[src/sv/jch_pkg.sv]
// Package for the jump consistent hash unit: control word type, micro-op and
// branch codes, the microprogram table and the arithmetic constants.
// No dependencies.
package jch_pkg;

	localparam int STEP_W = 3;
	localparam int OP_W   = 3;
	localparam int COND_W = 3;

	// Datapath micro-ops.
	localparam logic [OP_W-1:0] OP_NOP  = 3'd0;
	localparam logic [OP_W-1:0] OP_MUL0 = 3'd1;
	localparam logic [OP_W-1:0] OP_MUL1 = 3'd2;
	localparam logic [OP_W-1:0] OP_MUL2 = 3'd3;
	localparam logic [OP_W-1:0] OP_MUL3 = 3'd4;
	localparam logic [OP_W-1:0] OP_DIVI = 3'd5;
	localparam logic [OP_W-1:0] OP_DIVS = 3'd6;
	localparam logic [OP_W-1:0] OP_EMIT = 3'd7;

	// Sequencer branch conditions.
	localparam logic [COND_W-1:0] C_NEXT   = 3'd0;
	localparam logic [COND_W-1:0] C_FINISH = 3'd1;
	localparam logic [COND_W-1:0] C_DONE   = 3'd2;
	localparam logic [COND_W-1:0] C_SAT    = 3'd3;
	localparam logic [COND_W-1:0] C_LOOP   = 3'd4;

	// Program addresses.
	localparam logic [STEP_W-1:0] S_CHECK = 3'd0;
	localparam logic [STEP_W-1:0] S_EMIT  = 3'd7;

	// Linear congruential multiplier, split into 32-bit halves.
	localparam logic [31:0] MULT_HI = 32'h27BB2EE6;
	localparam logic [31:0] MULT_LO = 32'h87B0B0FD;

	// Quotient saturation value and the start value of the quotient bit counter.
	localparam logic [31:0] J_CAP   = 32'h8000_0000;
	localparam logic [4:0]  DIV_LAST = 5'd30;

	typedef struct packed {
		logic [OP_W-1:0]   op;
		logic [COND_W-1:0] cond;
		logic [STEP_W-1:0] target;
	} ctrl_t;

	typedef struct packed {
		logic loop_done;
		logic sat;
		logic cnt_nz;
	} status_t;

	function automatic ctrl_t ucode(input logic [STEP_W-1:0] addr);
		ctrl_t w;
		w = '{op: OP_NOP, cond: C_NEXT, target: S_CHECK};
		case (addr)
			3'd0: w = '{op: OP_NOP,  cond: C_DONE,   target: S_EMIT};
			3'd1: w = '{op: OP_MUL0, cond: C_NEXT,   target: S_CHECK};
			3'd2: w = '{op: OP_MUL1, cond: C_NEXT,   target: S_CHECK};
			3'd3: w = '{op: OP_MUL2, cond: C_NEXT,   target: S_CHECK};
			3'd4: w = '{op: OP_MUL3, cond: C_NEXT,   target: S_CHECK};
			3'd5: w = '{op: OP_DIVI, cond: C_SAT,    target: S_CHECK};
			3'd6: w = '{op: OP_DIVS, cond: C_LOOP,   target: S_CHECK};
			3'd7: w = '{op: OP_EMIT, cond: C_FINISH, target: S_CHECK};
			default: w = '{op: OP_NOP, cond: C_FINISH, target: S_CHECK};
		endcase
		return w;
	endfunction

endpackage

[src/sv/jch_datapath.sv]
// Datapath of the jump consistent hash unit: key register, shared 32x32
// multiplier with accumulator, and a one-bit-per-cycle restoring divider.
// Depends on jch_pkg.
module jch_datapath (
	input  logic             clk,
	input  logic             load,
	input  logic [63:0]      key,
	input  logic [30:0]      count,
	input  jch_pkg::ctrl_t   ctrl,
	output jch_pkg::status_t status,
	output logic [30:0]      bucket
);

	logic [63:0] key_q;
	logic [63:0] prod_q;
	logic [63:0] acc_q;
	logic [30:0] b_q;
	logic [31:0] j_q;
	logic [30:0] rem_q;
	logic [30:0] quo_q;
	logic [4:0]  cnt_q;
	logic [30:0] bucket_q;

	logic [31:0] mul_a;
	logic [31:0] mul_b;
	logic [63:0] mul_p;
	logic [30:0] count_eff;
	logic [31:0] bp1;
	logic [31:0] den;
	logic [31:0] rem2;
	logic        ge;
	logic [31:0] rem_sub;
	logic [30:0] quo_next;

	always_comb begin
		mul_a = key_q[31:0];
		mul_b = jch_pkg::MULT_LO;
		case (ctrl.op)
			jch_pkg::OP_MUL1: begin
				mul_b = jch_pkg::MULT_HI;
			end
			jch_pkg::OP_MUL2: begin
				mul_a = key_q[63:32];
			end
			default: begin
				mul_a = key_q[31:0];
				mul_b = jch_pkg::MULT_LO;
			end
		endcase
	end

	assign mul_p = {32'd0, mul_a} * {32'd0, mul_b};

	// A bucket count of zero behaves like a count of one.
	assign count_eff = (count == 31'd0) ? 31'd1 : count;
	assign bp1       = {1'b0, b_q} + 32'd1;
	assign den       = {1'b0, key_q[63:33]} + 32'd1;
	assign rem2      = {rem_q, 1'b0};
	assign ge        = (rem2 >= den);
	assign rem_sub   = ge ? (rem2 - den) : rem2;
	assign quo_next  = {quo_q[29:0], ge};

	assign status = '{loop_done: (j_q >= {1'b0, count_eff}),
	                  sat:       (bp1 >= den),
	                  cnt_nz:    (cnt_q != 5'd0)};

	always_ff @(posedge clk) begin
		if (load) begin
			key_q <= key;
			b_q   <= '0;
			j_q   <= '0;
		end else begin
			case (ctrl.op)
				jch_pkg::OP_MUL0: begin
					prod_q <= mul_p;
					b_q    <= j_q[30:0];
				end
				jch_pkg::OP_MUL1: begin
					acc_q  <= prod_q + 64'd1;
					prod_q <= mul_p;
				end
				jch_pkg::OP_MUL2: begin
					acc_q  <= acc_q + {prod_q[31:0], 32'd0};
					prod_q <= mul_p;
				end
				jch_pkg::OP_MUL3: begin
					key_q <= acc_q + {prod_q[31:0], 32'd0};
				end
				jch_pkg::OP_DIVI: begin
					// When b+1 reaches the divisor the quotient is at least 2^31.
					if (bp1 >= den) begin
						j_q <= jch_pkg::J_CAP;
					end else begin
						rem_q <= bp1[30:0];
						quo_q <= '0;
						cnt_q <= jch_pkg::DIV_LAST;
					end
				end
				jch_pkg::OP_DIVS: begin
					rem_q <= rem_sub[30:0];
					quo_q <= quo_next;
					cnt_q <= cnt_q - 5'd1;
					if (cnt_q == 5'd0) begin
						j_q <= {1'b0, quo_next};
					end
				end
				jch_pkg::OP_EMIT: begin
					bucket_q <= b_q;
				end
				default: begin
				end
			endcase
		end
	end

	assign bucket = bucket_q;

endmodule

[src/sv/jump_consistent_hash_unit.sv]
// Top level of the jump consistent hash unit: APB register, command handshake
// and the microprogram sequencer. Depends on jch_pkg and jch_datapath.
//
// An item is taken when start is high and busy is low; its bucket appears on
// bucket with done high for one cycle, and the receiver cannot stall it. A
// key runs about ln(bucket_count)+1 jump iterations, then a final check step
// and the emit step. Each iteration has one check step, four steps through the
// shared 32x32 multiplier for the 64-bit key update, one saturation test and
// 31 steps of the bit-serial divider; iterations whose quotient saturates
// skip the divider.
module jump_consistent_hash_unit (
	input  logic        clk,
	input  logic        arst_n,
	input  logic        psel,
	input  logic        penable,
	input  logic        pwrite,
	input  logic [2:0]  paddr,
	input  logic [31:0] pwdata,
	output logic [31:0] prdata,
	output logic        pready,
	input  logic        start,
	output logic        busy,
	input  logic [63:0] key,
	output logic        done,
	output logic [30:0] bucket
);

	logic [30:0]                 bucket_count_q;
	logic                        busy_q;
	logic                        done_q;
	logic [jch_pkg::STEP_W-1:0]  step_q;
	jch_pkg::ctrl_t              ctrl;
	jch_pkg::status_t            status;
	logic                        load;

	assign pready = 1'b1;
	assign prdata = {1'b0, bucket_count_q};

	always_ff @(posedge clk or negedge arst_n) begin
		if (!arst_n) begin
			bucket_count_q <= 31'd1;
		end else if (psel && penable && pwrite && !paddr[2]) begin
			bucket_count_q <= pwdata[30:0];
		end
	end

	assign load = start && !busy_q;

	always_comb begin
		if (busy_q) begin
			ctrl = jch_pkg::ucode(step_q);
		end else begin
			ctrl = '{op: jch_pkg::OP_NOP, cond: jch_pkg::C_NEXT,
			         target: jch_pkg::S_CHECK};
		end
	end

	always_ff @(posedge clk or negedge arst_n) begin
		if (!arst_n) begin
			busy_q <= 1'b0;
			done_q <= 1'b0;
			step_q <= jch_pkg::S_CHECK;
		end else begin
			done_q <= busy_q && (ctrl.op == jch_pkg::OP_EMIT);
			if (load) begin
				busy_q <= 1'b1;
				step_q <= jch_pkg::S_CHECK;
			end else if (busy_q) begin
				case (ctrl.cond)
					jch_pkg::C_FINISH: begin
						busy_q <= 1'b0;
						step_q <= ctrl.target;
					end
					jch_pkg::C_DONE: begin
						step_q <= status.loop_done ? ctrl.target : step_q + 3'd1;
					end
					jch_pkg::C_SAT: begin
						step_q <= status.sat ? ctrl.target : step_q + 3'd1;
					end
					jch_pkg::C_LOOP: begin
						// The divide step repeats until its bit counter runs out.
						step_q <= status.cnt_nz ? step_q : ctrl.target;
					end
					default: begin
						step_q <= step_q + 3'd1;
					end
				endcase
			end
		end
	end

	jch_datapath u_datapath (
		.clk    (clk),
		.load   (load),
		.key    (key),
		.count  (bucket_count_q),
		.ctrl   (ctrl),
		.status (status),
		.bucket (bucket)
	);

	assign busy = busy_q;
	assign done = done_q;

endmodule
[config.mk]
export PLATFORM = sky130hd
export DESIGN_NAME = jump_consistent_hash_unit
export DESIGN_NICKNAME = d
export VERILOG_FILES = /design/src/sv/jch_pkg.sv /design/src/sv/jch_datapath.sv /design/src/sv/jump_consistent_hash_unit.sv
export SDC_FILE = /design/constraint.sdc
export NUM_CORES = 2
export LEC_CHECK = 0
export ABC_AREA = 1
export BUFFER_PORTS_ARGS = -buffer_cell sky130_fd_sc_hd__buf_2
export CAP_MARGIN = 20
export CORE_MARGIN = 3
export CORE_UTILIZATION = 30
export DETAILED_ROUTE_END_ITERATION = 8
export GPL_TIMING_DRIVEN = 0
export PLACE_DENSITY = 0.54
export RECOVER_POWER = 100
export SETUP_SLACK_MARGIN = 0.1
export SYNTH_ARGS = -nofsm -noshare
export SYNTH_HDL_FRONTEND = slang
export SYNTH_SLANG_ARGS = --single-unit
[constraint.sdc]
create_clock -name clk -period 9.4 [get_ports clk]
set_input_delay 0.94 -clock clk [delete_from_list [all_inputs] [get_ports clk]]
set_output_delay 0.94 -clock clk [all_outputs]
set_load 0.05 [all_outputs]
==> results.md <==
* Chip Width at about 410 um
* Num CTS Buffers at 38
* Die area at approximately 170000 sq um
* RSZ-0062 raised after global routing: true
* CP max stage delay at between 0.7 and 0.8 ns
* Post-Syn Area at about 49000 sq um
* Clock root buffer: clkbuf_16
* Routed Wire Length at approximately 170000 um
* Data arrival, critical path at 9.38 ns
* Sequential area share after synthesis at 0.221
* Ports at around 170
* Max_slew headroom at -0.771
* Met1 Resource Use GR at 0.289
* CTS tree: built
* Maximum clock frequency at ~110 MHz
* Synth Warn # at 0
* Crit end category: flip-flop
* Fin worst setup slack at approximately 0.35 ns
* Dominant synthesized flop cell: edfxtp_1
* Initial core utilization at 0.303
* Library cells used by synthesis at between 60 and 70
* Final period util at 0.963
* Starting DRT DRC Count at roughly 3300
* Vias in the first global route at between 30000 and 40000
* Wire length per cell at between 20 and 25 um
* Largest net degree at the start of global routing at 45
* Gpl congestion at between 0.9 and 1
* ANT nets after route at 0
* Yosys reg bits at approximately 390
* Worst reg2reg path startpoint: step_q[1]
* Avg Synthesized Cell Area at around 8.4 sq um
* Chip Height at 410 um
* Share of layout cells above drive strength 1 at 0.0605
* Setup crit end: u_datapath.prod_q[51]
* Post-place setup slack at -1.24 ns
* Post-Route Utilization at 0.337
* Worst-margin pin slew at ~2.6 ns
* Hpwl dp at approximately 150000 um
* Grt ovf at 0
* Post-CTS Hold Buffers at 0
* Drt via density at ~4.8
* EDFF count, synth at approximately 290
* Cell mode on critical path: fa_1
* Status: finished with violations
* Worst reg2reg path depth at 27
* Gr busiest metal: met2
* Reg2reg setup slack at approximately 0.35 ns
* Total track usage at 0.204
* Final setup viols at 0
* Min-Delay Path Class: reg -> reg
* Total number of H-tree levels at 2
* Met3 Usage GRT at 0.0241
* Rows at around 150
* Final-report hold violation count at 0
* Worst-Skew Late Latency at roughly 0.58 ns
* Clock skew at about 0.03 ns
* Buffers on Ports at about 170
* Setup CP Type: reg -> reg
* Fin. max-slew vios at about 270
* # clock sinks at 388
* Router iterations before antenna repair at 6
* Initial antenna violation count at 2
* Critical Path RT at between 9 and 10 ns
* Clock Path Buffers at 3
* Worst reg2reg path endpoint: u_datapath.prod_q[51]
* Minimum clock period at ~9.1 ns
* Fin nets at roughly 7400
* Synthesized instance count at 5801
* Total of max-cap violations at 8
* Crit path launch: step_q[1]
* Slowest CP cell: nor2_1
* Crit Path Max Fanout at 10
* Crit start category: flip-flop
* Met2 usage at 0.326
* P&R area growth vs syn at 11.2%
* Asr flop ratio synth at 0.0928
* First-pass GRT wire length at 256000 um
* Failing checks: max-capacitance violations, max-slew violations
* DR DRC count at 0
* Clock transition at the registers of the reported paths at about 0.070 ns
* DR vias at about 40000
* Core ar. at between 150000 and 200000 sq um
## worst max-delay path: cells and delay by family, from the launching register on
kind            cells  cell delay (ns)
fa+ha+maj           8             3.85
simple gates        6             1.77
xor+xnor            1             0.09
compound gates      6             1.93
flops               1             0.50
buf+inv             6             0.65
## worst min path at each step
stage                  startpoint                    end  slack (ns)  cells past startpoint
6_report       u_datapath.b_q[21]  u_datapath.bucket[21]        0.44                      0
5_1_grt        u_datapath.b_q[21]  u_datapath.bucket[21]        0.46                      0
4_1_cts        u_datapath.b_q[21]  u_datapath.bucket[21]        0.45                      0
3_5_place_dp   u_datapath.b_q[21]  u_datapath.bucket[21]        0.43                      0
3_3_place_gp   u_datapath.b_q[21]  u_datapath.bucket[21]        0.43                      0
2_1_floorplan  u_datapath.b_q[21]  u_datapath.bucket[21]        0.40                      0
## synthesized netlist by cell type (15+ instances only)
cell | n | share of area
a21o_1 | 20 | 0.0031
a21oi_1 | 267 | 0.027
a31oi_1 | 20 | 0.0026
buf_2 | 22 | 0.0022
clkbuf_1 | 48 | 0.0037
dfrtp_1 | 35 | 0.018
dfxtp_1 | 63 | 0.026
edfxtp_1 | 289 | 0.18
fa_1 | 611 | 0.25
ha_1 | 535 | 0.14
inv_1 | 1344 | 0.10
inv_2 | 32 | 0.0025
nand2_1 | 938 | 0.072
nand3_1 | 180 | 0.018
nand4_1 | 62 | 0.0079
nor2_1 | 566 | 0.043
nor2_2 | 19 | 0.0024
nor3_1 | 73 | 0.0075
nor4_1 | 32 | 0.0041
o211ai_1 | 15 | 0.0023
o21ai_0 | 239 | 0.024
o21ai_1 | 20 | 0.0020
o21ai_2 | 27 | 0.0048
o21bai_1 | 18 | 0.0028
or2_2 | 27 | 0.0034
xnor2_1 | 58 | 0.010
xor2_1 | 118 | 0.021
## what timing repair did
item,4_1_cts,5_1_grt
endpoints found under the setup margin,42,29
endpoints found under the hold margin,0,0
buffers inserted,12,13
gates resized for setup,42,41
pin swaps,6,4
## logic make-up (layout without fill, tap and decap cells)
family / after synthesis / after routing / share of synthesized area
mux: 1 / 1 / 0.000230
other cells: 2 / 66 / 0.000153
buf+inv: 1460 / 1729 / 0.113
compound gates: 668 / 668 / 0.0766
simple gates: 1959 / 1959 / 0.170
fa+ha+maj: 1146 / 1146 / 0.386
xor+xnor: 177 / 177 / 0.0318
flops: 388 / 388 / 0.221
## flip-flops by register name, indices dropped and copies added (netlist names), 3 cells and up
signal             cells
u_datapath.b_q        31
step_q                 3
u_datapath.prod_q     64
u_datapath.cnt_q       5
u_datapath.bucket     31
u_datapath.acc_q      64
bucket_count_q        31
u_datapath.key_q      64
u_datapath.quo_q      30
u_datapath.j_q        32
u_datapath.rem_q      31
## area by class of cell
| cell class | instances | area (sq um) |
|---|---|---|
| sequential | 388 | 10800 |
| multi-input combinational | 4016 | 33100 |
| clock buffer | 46 | 1020 |
| buffer | 84 | 397 |
| timing repair buffer | 201 | 1080 |
| antenna | 1 | 2.50 |
| inverter | 1376 | 5170 |
| clock inverter | 22 | 213 |
| fill | 17200 | 107000 |
| tap | 2160 | 2700 |
## metrics by stage
stage / hold WS (ns) / setup TNS [ns] / instances / cell area, sq um
finish: 0.443 / 0 / 8294 / 54500
global route: 0.462 / 0 / 8293 / 54500
CTS: 0.448 / 0 / 8280 / 54500
detailed placement: 0.432 / -29.20 / 8200 / 53000
global placement: 0.427 / -119.85 / 8189 / 52800
floorplan: 0.403 / 0 / 5864 / 49200
## metal layers
layer	vias up	share of wire
li1	18700	-
met1	19600	0.45
met2	1323	0.45
met3	216	0.065
met4	4	0.033
met5	-	0.00015
## cell usage in the layout, fill, tap and decap left out, types with 15 or more instances in the layout
master and instances:
inv_1 1347, nand2_1 939, fa_1 611, nor2_1 546, ha_1 535, edfxtp_1 289
a21oi_1 267, o21ai_0 244, nand3_1 182, clkbuf_1 139, xor2_1 118, buf_2 111
nor3_1 75, conb_1 65, dfxtp_1 63, nand4_1 62, xnor2_1 58, clkbuf_16 40
dfrtp_1 35, nor4_1 32, nor2_2 29, or2_2 27, inv_2 26, o21ai_4 24
nor2_4 23, buf_4 22, a21o_1 20, a31oi_1 20, o21bai_1 18, o211ai_1 15
Power is not shown: default switching activity piles up to over one toggle a cycle in this logic, so the estimate is an artifact.
